$ cat src/sv/oetg_pkg.sv
package oetg_pkg;

    // divider: unsigned numerator and quotient, unsigned denominator
    localparam int DIV_NW = 56;
    localparam int DIV_DW = 36;

    // square root: input width and root width
    localparam int SQ_IW = 64;
    localparam int SQ_RW = 32;

    // scale applied before both square roots
    localparam int SQRT_SHIFT = 18;

    // signed 20 bit coordinate limits, as magnitudes
    localparam logic [DIV_NW-1:0] COORD_POS_MAX = DIV_NW'(524287);
    localparam logic [DIV_NW-1:0] COORD_NEG_MAG = DIV_NW'(524288);

    // configuration register indexes
    localparam logic REG_COLLINEAR = 1'b0;
    localparam logic REG_MIDPOINT  = 1'b1;

    // side codes
    localparam logic [1:0] SIDE_AB = 2'd0;
    localparam logic [1:0] SIDE_BC = 2'd1;
    localparam logic [1:0] SIDE_CA = 2'd2;

    typedef enum logic [1:0] {
        ST_FRESH = 2'd0,
        ST_HELD  = 2'd1,
        ST_NONE  = 2'd2
    } status_t;

endpackage

$ cat src/sv/oetg_div.sv
module oetg_div import oetg_pkg::*; (
    input  logic              aclk,
    input  logic              aresetn,
    input  logic              start,
    input  logic [DIV_NW-1:0] num,
    input  logic [DIV_DW-1:0] den,
    output logic              done,
    output logic [DIV_NW-1:0] quo
);

    localparam int CNT_W = $clog2(DIV_NW);

    logic [DIV_DW-1:0] rem_reg;
    logic [DIV_DW-1:0] den_reg;
    logic [DIV_NW-1:0] quo_reg;
    logic [CNT_W-1:0]  cnt_reg;
    logic              busy_reg;
    logic              done_reg;
    logic [DIV_DW:0]   shifted;
    logic [DIV_DW:0]   diff;
    logic              fits;

    // one quotient bit a cycle, restoring
    assign shifted = {rem_reg, quo_reg[DIV_NW-1]};
    assign fits    = shifted >= {1'b0, den_reg};
    assign diff    = shifted - {1'b0, den_reg};

    always_ff @(posedge aclk) begin
        if (!aresetn) begin
            busy_reg <= 1'b0;
            done_reg <= 1'b0;
        end else begin
            done_reg <= 1'b0;
            if (start) begin
                busy_reg <= 1'b1;
                rem_reg  <= '0;
                quo_reg  <= num;
                den_reg  <= den;
                cnt_reg  <= CNT_W'(DIV_NW - 1);
            end else if (busy_reg) begin
                rem_reg <= fits ? diff[DIV_DW-1:0] : shifted[DIV_DW-1:0];
                quo_reg <= {quo_reg[DIV_NW-2:0], fits};
                if (cnt_reg == '0) begin
                    busy_reg <= 1'b0;
                    done_reg <= 1'b1;
                end else begin
                    cnt_reg <= cnt_reg - CNT_W'(1);
                end
            end
        end
    end

    assign done = done_reg;
    assign quo  = quo_reg;

endmodule

$ cat config.mk
export PLATFORM = sky130hd
export DESIGN_NAME = oetg_div
export DESIGN_NICKNAME = d
export VERILOG_FILES = /design/src/sv/oetg_pkg.sv /design/src/sv/oetg_div.sv
export SDC_FILE = /design/constraint.sdc
export NUM_CORES = 1
export LEC_CHECK = 0
export ABC_CLOCK_PERIOD_IN_PS = 6300
export BUFFER_PORTS_ARGS = -buffer_cell sky130_fd_sc_hd__clkbuf_2
export CELL_PAD_IN_SITES_DETAIL_PLACEMENT = 1
export CELL_PAD_IN_SITES_GLOBAL_PLACEMENT = 1
export CORE_MARGIN = 3
export CORE_UTILIZATION = 29
export CTS_CLUSTER_DIAMETER = 150
export DETAILED_ROUTE_END_ITERATION = 7
export PLACE_DENSITY = 0.59
export SYNTH_ARGS = -nofsm -noshare
export SYNTH_HDL_FRONTEND = slang
export SYNTH_SLANG_ARGS = --single-unit
export TNS_END_PERCENT = 1
$ cat constraint.sdc
create_clock -name aclk -period 6.3 [get_ports aclk]
set_input_delay 0.945 -clock aclk [delete_from_list [all_inputs] [get_ports aclk]]
set_output_delay 0.945 -clock aclk [all_outputs]
set_load 0.01 [all_outputs]
==> flow_summary.yaml <==
clock_tree:
  clock_sinks: 136
  post_cts.repair.setup_buffers: 0
  cts_tree: "yes"
  clk_pin_slew_ps: 60
  htreeDepth: 4
  ctsLongestPathBuffers: 2
  cts_hold_buf: 0
  clock_latency_ps: 420
  cts-resized-gates: 0
  cts_root_buf: "clkbuf_16"
  cts_buffers: 17
floorplanning:
  core_um2: 25500
  die_x_um: 168
  dieArea_um2: 28300
  ios: 152
  start_util_pct: 29.9
  num_rows: 58
  die_h_um: 168
critical_path:
  critPathArrivalTime_ps: 3390
  reg2reg_depth: 12
  path_cells: "ha_1 > nor2b_1 > o31a_1 > o211ai_2 > o21ai_2 > a21oi_4 > o31ai_4 > a211oi_4 > buf_4 > nor3_1 > a21oi_1 > nor2_1"
  critPathLaunchType: "flop"
  cp.required_ps: 6440
  r2r_start: "rem_reg[0]"
  slowest_stage: "edfxtp_1"
  r2r_slack_ps: 3050
  critical_path_class: "reg -> reg"
  end_kind: "flop"
  r2r-end: "rem_reg[2]"
  slowest_delay_ps: 420
  cp_max_fo: 34
placed_design:
  dp_hpwl_mm: 14.3
  gp_congestion: 0.736
  placed_cells: 1113
  dp_slack_ps: 3030
  portBuffers: 151
drt:
  wl_mm: 20.0
  dr_total_vias: 5454
  ant_nets: 0
  dr.pass1.iters: 4
  via_per_inst: 4.76
  drtIter0Drc: 201
  wl_per_cell_um: 17.4
  drc_errors: 0
timing:
  max_freq_mhz: 308
  post-route-period-util_pct: 51.6
  setup_viol: 0
  slew_violations: 0
  finalHoldViolations: 0
  slew-limit-headroom_pct: 36.4
  rsz0062_at_grt: "false"
  finalWorstSetupSlack_ps: 3050
  tns_ps: 0
  fin_skew_ps: 12.8
  tightest_slew_ps: 954
  timing.final.crit_period_ps: 3250
yosys:
  synth_flop_cell: "edfxtp_1"
  syn-cell-area_um2: 7630
  synthCells: 659
  ys_seq_area_share_pct: 53.3
  synth_area_leaders: "edfxtp_1, mux2_2, ha_1"
  synth_edf_count: 134
  synth-warning-count: 0
  synth.top_cell.area_share_pct: 52.7
  synth-seq-cells: 136
  synth-async-reset-ratio_pct: 0
  ys_types: 53
  syn-num-nets: 793
  syn_avg_cell_area_um2: 11.6
  yosysTopAreaCell: "edfxtp_1"
grt:
  grt_max_degree: 65
  grt_pass1_wl_mm: 32.4
  grt_util_all_layers_pct: 14.4
  grt-ovfl-total: 0
  grt_pass1_vias: 5916
  antenna_found_initial: 0
power:
  power.leakage_uw: 0.00391
  intPower_uw: 2030
  seqPwrFrac_pct: 39.5
  combinationalPowerShare_pct: 21.6
  clkPwrFrac_pct: 38.8
  powerDensity_nw_per_um2: 306
  ir_drop_mv: 0.157
  power_switching_uw: 822
  sw_frac_of_total_pct: 28.8
layout:
  area_growth_pct: 22.4
  fin_util_pct: 36.5
  fillers: 2865
  final_cells: 1145
  final_nets: 936
  diodes: 0
  largest_reg_flops: 56
  layout-drive-gt1-share_pct: 31.3
job:
  drv_cap: 0
outcome:
  outcome: "finished, final reports clean"
min_path:
  hp-start: "busy_reg"
  worstHoldPathCells: 2
  hold_end: "done"
  hp-class: "reg -> reg"
synth_stat cells, types with 6 or more instances:
cell type	count
mux2i_1	16
nor2b_1	6
inv_1	44
ha_1	38
edfxtp_1	134
o21a_1	8
xor2_1	13
and3_1	9
o21ai_0	23
nand3_1	16
a21o_1	22
xnor2_1	15
clkbuf_1	22
a21oi_1	52
nand2_1	27
nand4_1	6
mux2_2	56
nor2_1	66
nor3_1	12
o211ai_1	6
cells in the final DEF (no fill, tap or decap), types with 3 or more instances in the layout:
| cell type | synthesis | layout |
|---|---|---|
| a211oi_1 | 3 | 3 |
| a21oi_1 | 52 | 52 |
| and2_1 | 4 | 3 |
| edfxtp_1 | 134 | 134 |
| clkbuf_2 | 0 | 150 |
| a31oi_1 | 4 | 4 |
| mux2i_1 | 16 | 16 |
| nand2b_1 | 3 | 3 |
| ha_1 | 38 | 38 |
| nor3_1 | 12 | 12 |
| inv_6 | 0 | 5 |
| nand3_1 | 16 | 16 |
| nand4_1 | 6 | 6 |
| o21ai_1 | 4 | 4 |
| nor2b_1 | 6 | 6 |
| nand2_1 | 27 | 27 |
| xor2_1 | 13 | 13 |
| bufinv_16 | 0 | 4 |
| or2_2 | 4 | 4 |
| o211ai_1 | 6 | 6 |
| o21a_1 | 8 | 7 |
| a21o_1 | 22 | 22 |
| and4_1 | 4 | 4 |
| nor4b_1 | 4 | 4 |
| nor2_1 | 66 | 66 |
| o21ai_0 | 23 | 23 |
| buf_4 | 3 | 5 |
| and3_1 | 9 | 9 |
| mux2_2 | 56 | 56 |
| xnor2_1 | 15 | 15 |
| inv_1 | 44 | 44 |
| clkbuf_16 | 0 | 17 |
stage by stage:
| stage | power, uW | hold WS, ps | cell area [um2] |
|---|---|---|---|
| after floorplan | 1600 | 421 | 7630 |
| after global placement | 1770 | 451 | 8690 |
| after detailed placement | 1770 | 455 | 8690 |
| after CTS | 2900 | 467 | 9330 |
| after global routing | 3020 | 503 | 9330 |
| final | 2850 | 463 | 9330 |
layout make-up:
cell class	count	area, um2	share of cell area, %
inverters	44	165	1.77
clock buffers	18	429	4.60
multi-input cells	448	3260	35.0
well taps	330	413	4.42
clock inverters	14	211	2.27
flip-flops and latches	136	4060	43.5
repair buffers	155	788	8.45
per-layer routing:
| metal | GRT usage, % | up-vias | share of wire, % |
|---|---|---|---|
| li1 | - | 2717 | - |
| met1 | 18.3 | 2580 | 46 |
| met2 | 22.2 | 147 | 44 |
| met3 | 6.90 | 10 | 9.0 |
| met4 | 3.42 | 0 | 0.83 |
| met5 | 0 | - | 0 |
how the worst max path moves through the flow:
stage	from	slack (ps)	to
after CTS	rem_reg[0]	3010	rem_reg[2]
after floorplan	start	2010	cnt_reg[0]
after detailed placement	rem_reg[0]	3030	rem_reg[2]
after global routing	rem_reg[0]	2770	rem_reg[2]
final	rem_reg[0]	3050	rem_reg[2]
after global placement	rem_reg[0]	3050	rem_reg[2]
kinds of logic (layout without fill, tap and decap cells):
| family | count (synthesis) | after routing | synth area share, % |
|---|---|---|---|
| simple gates | 166 | 166 | 10.4 |
| xor+xnor | 28 | 28 | 3.21 |
| fa+ha+maj | 39 | 39 | 6.50 |
| buf+inv | 75 | 231 | 4.07 |
| flops | 136 | 136 | 53.3 |
| compound gates | 143 | 143 | 12.2 |
| mux | 72 | 72 | 10.4 |
critical path, delay by kind of cell, from the launching register on:
family / cells / cell delay [ps]
adders and majority gates: 1 / 330
AOI/OAI and AO/OA: 7 / 1460
and+or+nand+nor: 3 / 330
DFF: 1 / 420
buffers and inverters: 1 / 400
power by group through the flow:
| stage | Clock [uW] | Combinational (uW) | Sequential, uW |
|---|---|---|---|
| 2_1_floorplan | 0 | 449 | 1150 |
| 3_3_place_gp | 0 | 619 | 1150 |
| 3_5_place_dp | 0 | 624 | 1150 |
| 4_1_cts | 1140 | 627 | 1130 |
| 5_1_grt | 1180 | 701 | 1140 |
| 6_report | 1110 | 616 | 1130 |
No activity file was read; power rests on OpenSTA's default activity.
