===== config.mk =====
export PLATFORM = sky130hd
export DESIGN_NAME = oetg_sqrt
export DESIGN_NICKNAME = d
export VERILOG_FILES = /design/src/sv/oetg_pkg.sv /design/src/sv/oetg_sqrt.sv
export SDC_FILE = /design/constraint.sdc
export NUM_CORES = 1
export LEC_CHECK = 0
export ABC_AREA = 1
export BUFFER_PORTS_ARGS = -buffer_cell sky130_fd_sc_hd__buf_2
export CAP_MARGIN = 10
export CORE_ASPECT_RATIO = 1.1
export CORE_UTILIZATION = 39
export CTS_BUF_LIST = sky130_fd_sc_hd__clkbuf_16
export CTS_CLUSTER_SIZE = 28
export DETAILED_ROUTE_END_ITERATION = 12
export MAX_ROUTING_LAYER = met4
export SLEW_MARGIN = 20
export SYNTH_ARGS = -nofsm -noshare
export SYNTH_HDL_FRONTEND = slang
export SYNTH_SLANG_ARGS = --single-unit

===== constraint.sdc =====
create_clock -name aclk -period 18.81 [get_ports aclk]
set_input_delay 2.8215 -clock aclk [delete_from_list [all_inputs] [get_ports aclk]]
set_output_delay 2.8215 -clock aclk [all_outputs]
set_load 0.02 [all_outputs]

===== src/sv/oetg_pkg.sv =====
package oetg_pkg;

    // divider: unsigned numerator and quotient, unsigned denominator
    localparam int DIV_NW = 56;
    localparam int DIV_DW = 36;

    // square root: input width and root width
    localparam int SQ_IW = 64;
    localparam int SQ_RW = 32;

    // scale applied before both square roots
    localparam int SQRT_SHIFT = 18;

    // signed 20 bit coordinate limits, as magnitudes
    localparam logic [DIV_NW-1:0] COORD_POS_MAX = DIV_NW'(524287);
    localparam logic [DIV_NW-1:0] COORD_NEG_MAG = DIV_NW'(524288);

    // configuration register indexes
    localparam logic REG_COLLINEAR = 1'b0;
    localparam logic REG_MIDPOINT  = 1'b1;

    // side codes
    localparam logic [1:0] SIDE_AB = 2'd0;
    localparam logic [1:0] SIDE_BC = 2'd1;
    localparam logic [1:0] SIDE_CA = 2'd2;

    typedef enum logic [1:0] {
        ST_FRESH = 2'd0,
        ST_HELD  = 2'd1,
        ST_NONE  = 2'd2
    } status_t;

endpackage


===== src/sv/oetg_sqrt.sv =====
module oetg_sqrt import oetg_pkg::*; (
    input  logic             aclk,
    input  logic             aresetn,
    input  logic             start,
    input  logic [SQ_IW-1:0] din,
    output logic             done,
    output logic [SQ_RW-1:0] root
);

    localparam int CNT_W = $clog2(SQ_RW);

    logic [SQ_IW-1:0] x_reg;
    logic [SQ_RW:0]   rem_reg;
    logic [SQ_RW-1:0] root_reg;
    logic [CNT_W-1:0] cnt_reg;
    logic             busy_reg;
    logic             done_reg;
    logic [SQ_RW+2:0] shifted;
    logic [SQ_RW+2:0] trial;
    logic [SQ_RW+2:0] diff;
    logic             fits;

    // one root bit a cycle, two input bits consumed
    assign shifted = {rem_reg, x_reg[SQ_IW-1:SQ_IW-2]};
    assign trial   = {1'b0, root_reg, 2'b01};
    assign fits    = shifted >= trial;
    assign diff    = shifted - trial;

    always_ff @(posedge aclk) begin
        if (!aresetn) begin
            busy_reg <= 1'b0;
            done_reg <= 1'b0;
        end else begin
            done_reg <= 1'b0;
            if (start) begin
                busy_reg <= 1'b1;
                x_reg    <= din;
                rem_reg  <= '0;
                root_reg <= '0;
                cnt_reg  <= CNT_W'(SQ_RW - 1);
            end else if (busy_reg) begin
                rem_reg  <= fits ? diff[SQ_RW:0] : shifted[SQ_RW:0];
                root_reg <= {root_reg[SQ_RW-2:0], fits};
                x_reg    <= {x_reg[SQ_IW-3:0], 2'b00};
                if (cnt_reg == '0) begin
                    busy_reg <= 1'b0;
                    done_reg <= 1'b1;
                end else begin
                    cnt_reg <= cnt_reg - CNT_W'(1);
                end
            end
        end
    end

    assign done = done_reg;
    assign root = root_reg;

endmodule


==> results of run 1 <==
placed cells by master (no fill, tap or decap), types with 8 or more instances in the layout:
cell type and instances:
nand3_1 23, xor2_1 15, a21oi_1 29, nor2_1 160
clkbuf_16 17, buf_2 98, inv_1 142, nand3b_1 24
ha_1 35, o21ai_0 8, edfxtp_1 134, nand4_1 8
nand2_1 456
kinds of logic after synthesis:
| group | Yosys count | synth area share |
|---|---|---|
| simple gates | 692 | 0.336 |
| buf+inv | 174 | 0.0816 |
| flops | 136 | 0.484 |
| compound gates | 46 | 0.0300 |
| fa+ha+maj | 35 | 0.0522 |
| xor+xnor | 15 | 0.0157 |
routing by layer:
layer,GRT usage,share of wire,up-vias
met5,-,0,-
met4,0.0497,0.011,0
met3,0.0359,0.037,17
met2,0.321,0.47,129
met1,0.251,0.48,3139
li1,-,-,3621
where the power goes:
| group | switching [mW] | internal (mW) | total (mW) |
|---|---|---|---|
| registers | 0.00866 | 0.363 | 0.372 |
| clock network | 0.143 | 0.239 | 0.382 |
| logic | 0.134 | 0.0673 | 0.201 |
| total | 0.285 | 0.670 | 0.954 |
per-stage QoR:
stage | power [mW] | cells | hold slack, ns
finish | 0.954 | 1490 | 0.511
global route | 1.00 | 1490 | 0.539
CTS | 0.963 | 1490 | 0.516
detailed placement | 0.580 | 1458 | 0.499
global placement | 0.578 | 1458 | 0.493
floorplan | 0.530 | 1098 | 0.422
worst reg2reg max path, stage by stage (launching register included):
cell	delay [ns]
edfxtp_1	0.41
inv_1	0.11
ha_1	0.28
a21oi_1	0.18
a21boi_0	0.35
nor2_1	0.13
nor2_4	0.65
nand2_8	0.29
inv_4	0.27
nor2_1	0.09
layout make-up:
type                    count  share of cell area
flip-flops and latches    136               0.414
clock inverters            15              0.0242
inverters                 146              0.0561
repair buffers            103              0.0538
clock buffers              17              0.0433
multi-input cells         788               0.372
well taps                 285              0.0363
final timing paths:
check / slack [ns] / cells past startpoint / start / end
setup / recovery: 13.38 / 6 / start / root[30]$_SDFFCE_PP0P_
hold / removal: 0.51 / 2 / x_reg[60]$_DFFE_PP_ / x_reg[62]$_DFFE_PP_
hold reg to reg: 0.51 / 2 / x_reg[60]$_DFFE_PP_ / x_reg[62]$_DFFE_PP_
setup reg to reg: 15.75 / 9 / root[28]$_SDFFCE_PP0P_ / root[0]$_SDFFCE_PP0P_
==> impl_metrics.py, run 1 <==
metrics = {
    "setup_path": {
        "required_ns": 18.85,
        "path_buf_inv": 5,
        "end_kind": "flip-flop",
        "slowest_stage": "buf_4",
        "cpMostUsedCell": "buf_4",
        "crit_fanout": 100,
        "worstPathCellList": "buf_4 > inv_2 > buf_4 > a21oi_4 > buf_4 > buf_4",
        "startpoint_type": "input pin",
        "criticalPathCategory": "input pin to flip-flop",
        "worstPathArrival_ns": 5.47,
        "critPathMaxStageDelay_ns": 0.86,
        "cp_top_family": "buffers and inverters",
    },
    "timing": {
        "rsz0062_at_grt": "false",
        "finalWorstSetupSlack_ns": 13.38,
        "timing.final.crit_share": 0.289,
        "final.setup.tns_ns": 0,
        "fmax_mhz": 184,
        "maxSlewViolCount": 0,
        "maxSlewHeadroom": 0.308,
        "tightest_slew_ns": 1.04,
        "finalCriticalPeriod_ns": 5.43,
        "hold_viol": 0,
        "skew_ns": 0.00836,
        "setup_violations": 0,
    },
    "cts": {
        "root_buffer": "clkbuf_16",
        "htree_num_levels": 4,
        "post_cts_buffers": 0,
        "numCtsBuffers": 17,
        "cts_hold_buf": 0,
        "clk_latency_ns": 0.42,
        "cts_tree": "yes",
        "cts.sink_count": 136,
        "post_cts_resized": 0,
        "clk_pin_slew_ns": 0.06,
        "clock_path_buffers": 2,
    },
    "grt": {
        "grt-ovfl-total": 0,
        "grt_max_degree": 101,
        "grt_first_pass_wirelength_um": 33100,
        "antenna_found_initial": 0,
        "grt_pass1_vias": 6796,
        "track_usage": 0.196,
    },
    "cells_and_area": {
        "largest_reg_flops": 64,
        "nNetsFinal": 1294,
        "nFillCells": 2122,
        "postLayoutCoreUtil": 0.471,
        "syn_to_final_growth_pct": 17.0,
        "diodes": 0,
        "drive_gt1_frac": 0.125,
        "final_area_mm2": 0.00981,
        "multi_input_area_mm2": 0.00365,
        "ff_latch_area_mm2": 0.00406,
    },
    "status": {
        "status": "finished clean",
    },
    "power_and_ir_drop": {
        "power_density_mw_per_mm2": 97.2,
        "ir_drop_uv": 67.6,
        "leakagePower_nw": 4.90,
    },
    "floorplan": {
        "floorplan.initialDensity": 0.402,
        "die_h_um": 156,
        "num_rows": 55,
        "die_x_um": 142,
        "fp.dieArea_mm2": 0.0221,
        "core_mm2": 0.0209,
        "ios": 100,
    },
    "synthesis": {
        "ys_warn_count": 0,
        "synth-async-reset-ratio": 0,
        "synth_common_cells": "456 x nand2_1, 160 x nor2_1, 142 x inv_1",
        "syn_area_mm2": 0.00839,
        "synth.most_common_cell": "nand2_1",
        "synthTopCellsByArea": "edfxtp_1 48%, nand2_1 20%, nor2_1 7.2%, inv_1 6.4%, ha_1 5.2%",
        "synth-edff-count": 134,
        "yosysTopAreaCellShare": 0.480,
        "synth_fp_nets": 1200,
        "yosys.area.top_type": "edfxtp_1",
        "synth.distinct_cells": 35,
        "synthFlopType": "edfxtp_1",
        "avgSynthCellArea_um2": 7.64,
        "synth_seq_area_share": 0.484,
        "netlist_instances": 1098,
        "synth_seq_cells": 136,
    },
    "placement": {
        "placed_area_mm2": 0.00915,
        "gp_congestion": 0.914,
        "port_buffers": 99,
        "place_hpwl_um": 14100,
        "place_ws_ns": 12.87,
    },
    "routing": {
        "antenna_left": 0,
        "firstDrtPassIters": 5,
        "routed_wl_um": 19800,
        "via_count": 6906,
        "drc_errors": 0,
        "vias_per_cell": 4.63,
        "first_iter_violations": 403,
        "wl_per_cell_um": 13.3,
    },
    "hold_path": {
        "hold_class": "flip-flop to flip-flop",
    },
    "run": {
        "maxCapViolCount": 0,
    },
}
Power figures use the tool's default switching activity.
==> run 2: changes to the inputs <==
==> constraint.sdc (replaced) <==
create_clock -name aclk -period 5.6 [get_ports aclk]
set_input_delay 0.84 -clock aclk [delete_from_list [all_inputs] [get_ports aclk]]
set_output_delay 0.84 -clock aclk [all_outputs]
set_load 0.02 [all_outputs]
==> impl_metrics.py, run 2 (same netlist as run 1, synthesis figures left out) <==
metrics = {
    "hold_path": {
        "hold_class": "flip-flop to flip-flop",
        "min_path_cells": 2,
    },
    "timing": {
        "tightest_slew_ns": 1.05,
        "hold_viol": 0,
        "setup_violations": 0,
        "finalWorstSetupSlack_ns": 2.69,
        "final.setup.tns_ns": 0,
        "fmax_mhz": 344,
        "finalCriticalPeriod_ns": 2.91,
        "timing.final.crit_share": 0.519,
        "maxSlewViolCount": 0,
        "maxSlewHeadroom": 0.298,
        "hold-worst-slack_ns": 0.503,
        "rsz0062_at_grt": "false",
        "skew_ns": 0.0125,
    },
    "placement": {
        "place_hpwl_um": 14000,
        "port_buffers": 99,
        "place_ws_ns": 2.66,
        "dp_cells": 1457,
        "placed_area_mm2": 0.00916,
        "gp_congestion": 0.960,
    },
    "grt": {
        "track_usage": 0.197,
        "grt_first_pass_wirelength_um": 33000,
        "grt_max_degree": 131,
        "grt_pass1_vias": 6703,
        "grt-ovfl-total": 0,
        "antenna_found_initial": 1,
    },
    "setup_path": {
        "r2r-end": "root[0]$_SDFFCE_PP0P_",
        "startpoint": "root[20]$_SDFFCE_PP0P_",
        "cp-endpoint": "root[0]$_SDFFCE_PP0P_",
        "worstPathArrival_ns": 3.05,
        "r2r-start": "root[20]$_SDFFCE_PP0P_",
        "r2r_setup_slack_ns": 2.69,
        "crit_fanout": 27,
        "startpoint_type": "flip-flop",
        "required_ns": 5.74,
        "criticalPathCategory": "flip-flop to flip-flop",
        "r2r_cells": 12,
        "end_kind": "flip-flop",
    },
    "power_and_ir_drop": {
        "ir_drop_uv": 218,
        "power_frac_seq": 0.410,
        "p_int_mw": 2.08,
        "netSwitchingFraction": 0.319,
        "power_mw": 3.05,
        "combPwrFrac": 0.221,
        "p_switching_mw": 0.972,
        "clkPwrFrac": 0.369,
        "leakagePower_nw": 4.85,
        "power_density_mw_per_mm2": 313,
    },
    "floorplan": {
        "die_x_um": 142,
        "ios": 100,
        "num_rows": 55,
        "fp.dieArea_mm2": 0.0221,
        "die_h_um": 156,
        "floorplan.initialDensity": 0.402,
        "core_mm2": 0.0209,
    },
    "cts": {
        "root_buffer": "clkbuf_16",
        "clock_path_buffers": 2,
        "cts_tree": "yes",
        "htree_num_levels": 4,
        "post_cts_resized": 0,
        "post_cts_buffers": 0,
        "numCtsBuffers": 17,
        "cts.sink_count": 136,
        "clk_pin_slew_ns": 0.07,
        "clk_latency_ns": 0.42,
        "cts_hold_buf": 0,
    },
    "routing": {
        "first_iter_violations": 375,
        "vias_per_cell": 4.63,
        "drc_errors": 0,
        "via_count": 6900,
        "antenna_left": 0,
        "firstDrtPassIters": 5,
        "routed_wl_um": 19900,
        "wl_per_cell_um": 13.3,
    },
    "cells_and_area": {
        "final_cell_mix": "456 x nand2_1, 160 x nor2_1, 142 x inv_1",
        "syn_to_final_growth_pct": 16.1,
        "largest_reg_flops": 64,
        "final_common_cell": "nand2_1",
        "final_area_mm2": 0.00974,
        "nNetsFinal": 1293,
        "postLayoutCoreUtil": 0.467,
        "final_cell_count_no_fill": 1490,
        "drive_gt1_frac": 0.125,
    },
    "status": {
        "status": "finished clean",
    },
    "run": {
        "maxCapViolCount": 0,
    },
}
-- run 2: changes by cell type in the layout (fill, tap and decap cells not counted), sizes merged --
cell      change
bufinv        -4
inv           +3
diode         +1
buf           -1
clkinvlp      +1
-- run 2: critical path: stages (launching register included) --
cell      delay [ns]
edfxtp_1        0.34
inv_1           0.06
ha_1            0.36
a21oi_1         0.22
nand2_1         0.10
nand2_1         0.07
nand2_1         0.07
nand2_1         0.08
nand3_2         0.08
nor2_4          0.60
nand2_8         0.28
inv_4           0.27
nor2_1          0.07
-- run 2: worst min path at each step --
| stage | from | slack, ns | endpoint |
|---|---|---|---|
| global route | x_reg[0]$_SDFFCE_PN0P_ | 0.53 | x_reg[2]$_DFFE_PP_ |
| detailed placement | x_reg[0]$_SDFFCE_PN0P_ | 0.50 | x_reg[2]$_DFFE_PP_ |
| floorplan | busy_reg$_SDFF_PN0_ | 0.48 | done$_SDFF_PP0_ |
| CTS | x_reg[0]$_SDFFCE_PN0P_ | 0.51 | x_reg[2]$_DFFE_PP_ |
| finish | busy_reg$_SDFF_PN0_ | 0.50 | done$_SDFF_PP0_ |
| global placement | x_reg[11]$_DFFE_PP_ | 0.49 | x_reg[13]$_DFFE_PP_ |
-- run 2: routing by layer --
layer | vias up | share of wire | track usage | wire length, µm
met1 | 3081 | 0.48 | 0.249 | 9490
met4 | 0 | 0.024 | 0.0712 | 471
met2 | 153 | 0.46 | 0.315 | 9140
li1 | 3636 | - | - | -
met5 | - | 0 | - | 0
met3 | 30 | 0.038 | 0.0384 | 760
-- run 2: cell type report --
cell class,instances,area (µm²)
fill,2129,11100
sequential,136,4060
multi-input combinational,788,3650
inverter,146,551
timing repair buffer,102,533
clock buffer,17,425
tap,285,357
clock inverter,15,154
antenna,1,2.50
-- run 2: power groups by stage --
stage / Clock, mW / Combinational [mW] / Sequential, mW
6_report: 1.12 / 0.674 / 1.25
5_1_grt: 1.18 / 0.772 / 1.26
4_1_cts: 1.15 / 0.680 / 1.25
3_5_place_dp: 0 / 0.677 / 1.27
3_3_place_gp: 0 / 0.675 / 1.27
2_1_floorplan: 0 / 0.489 / 1.28
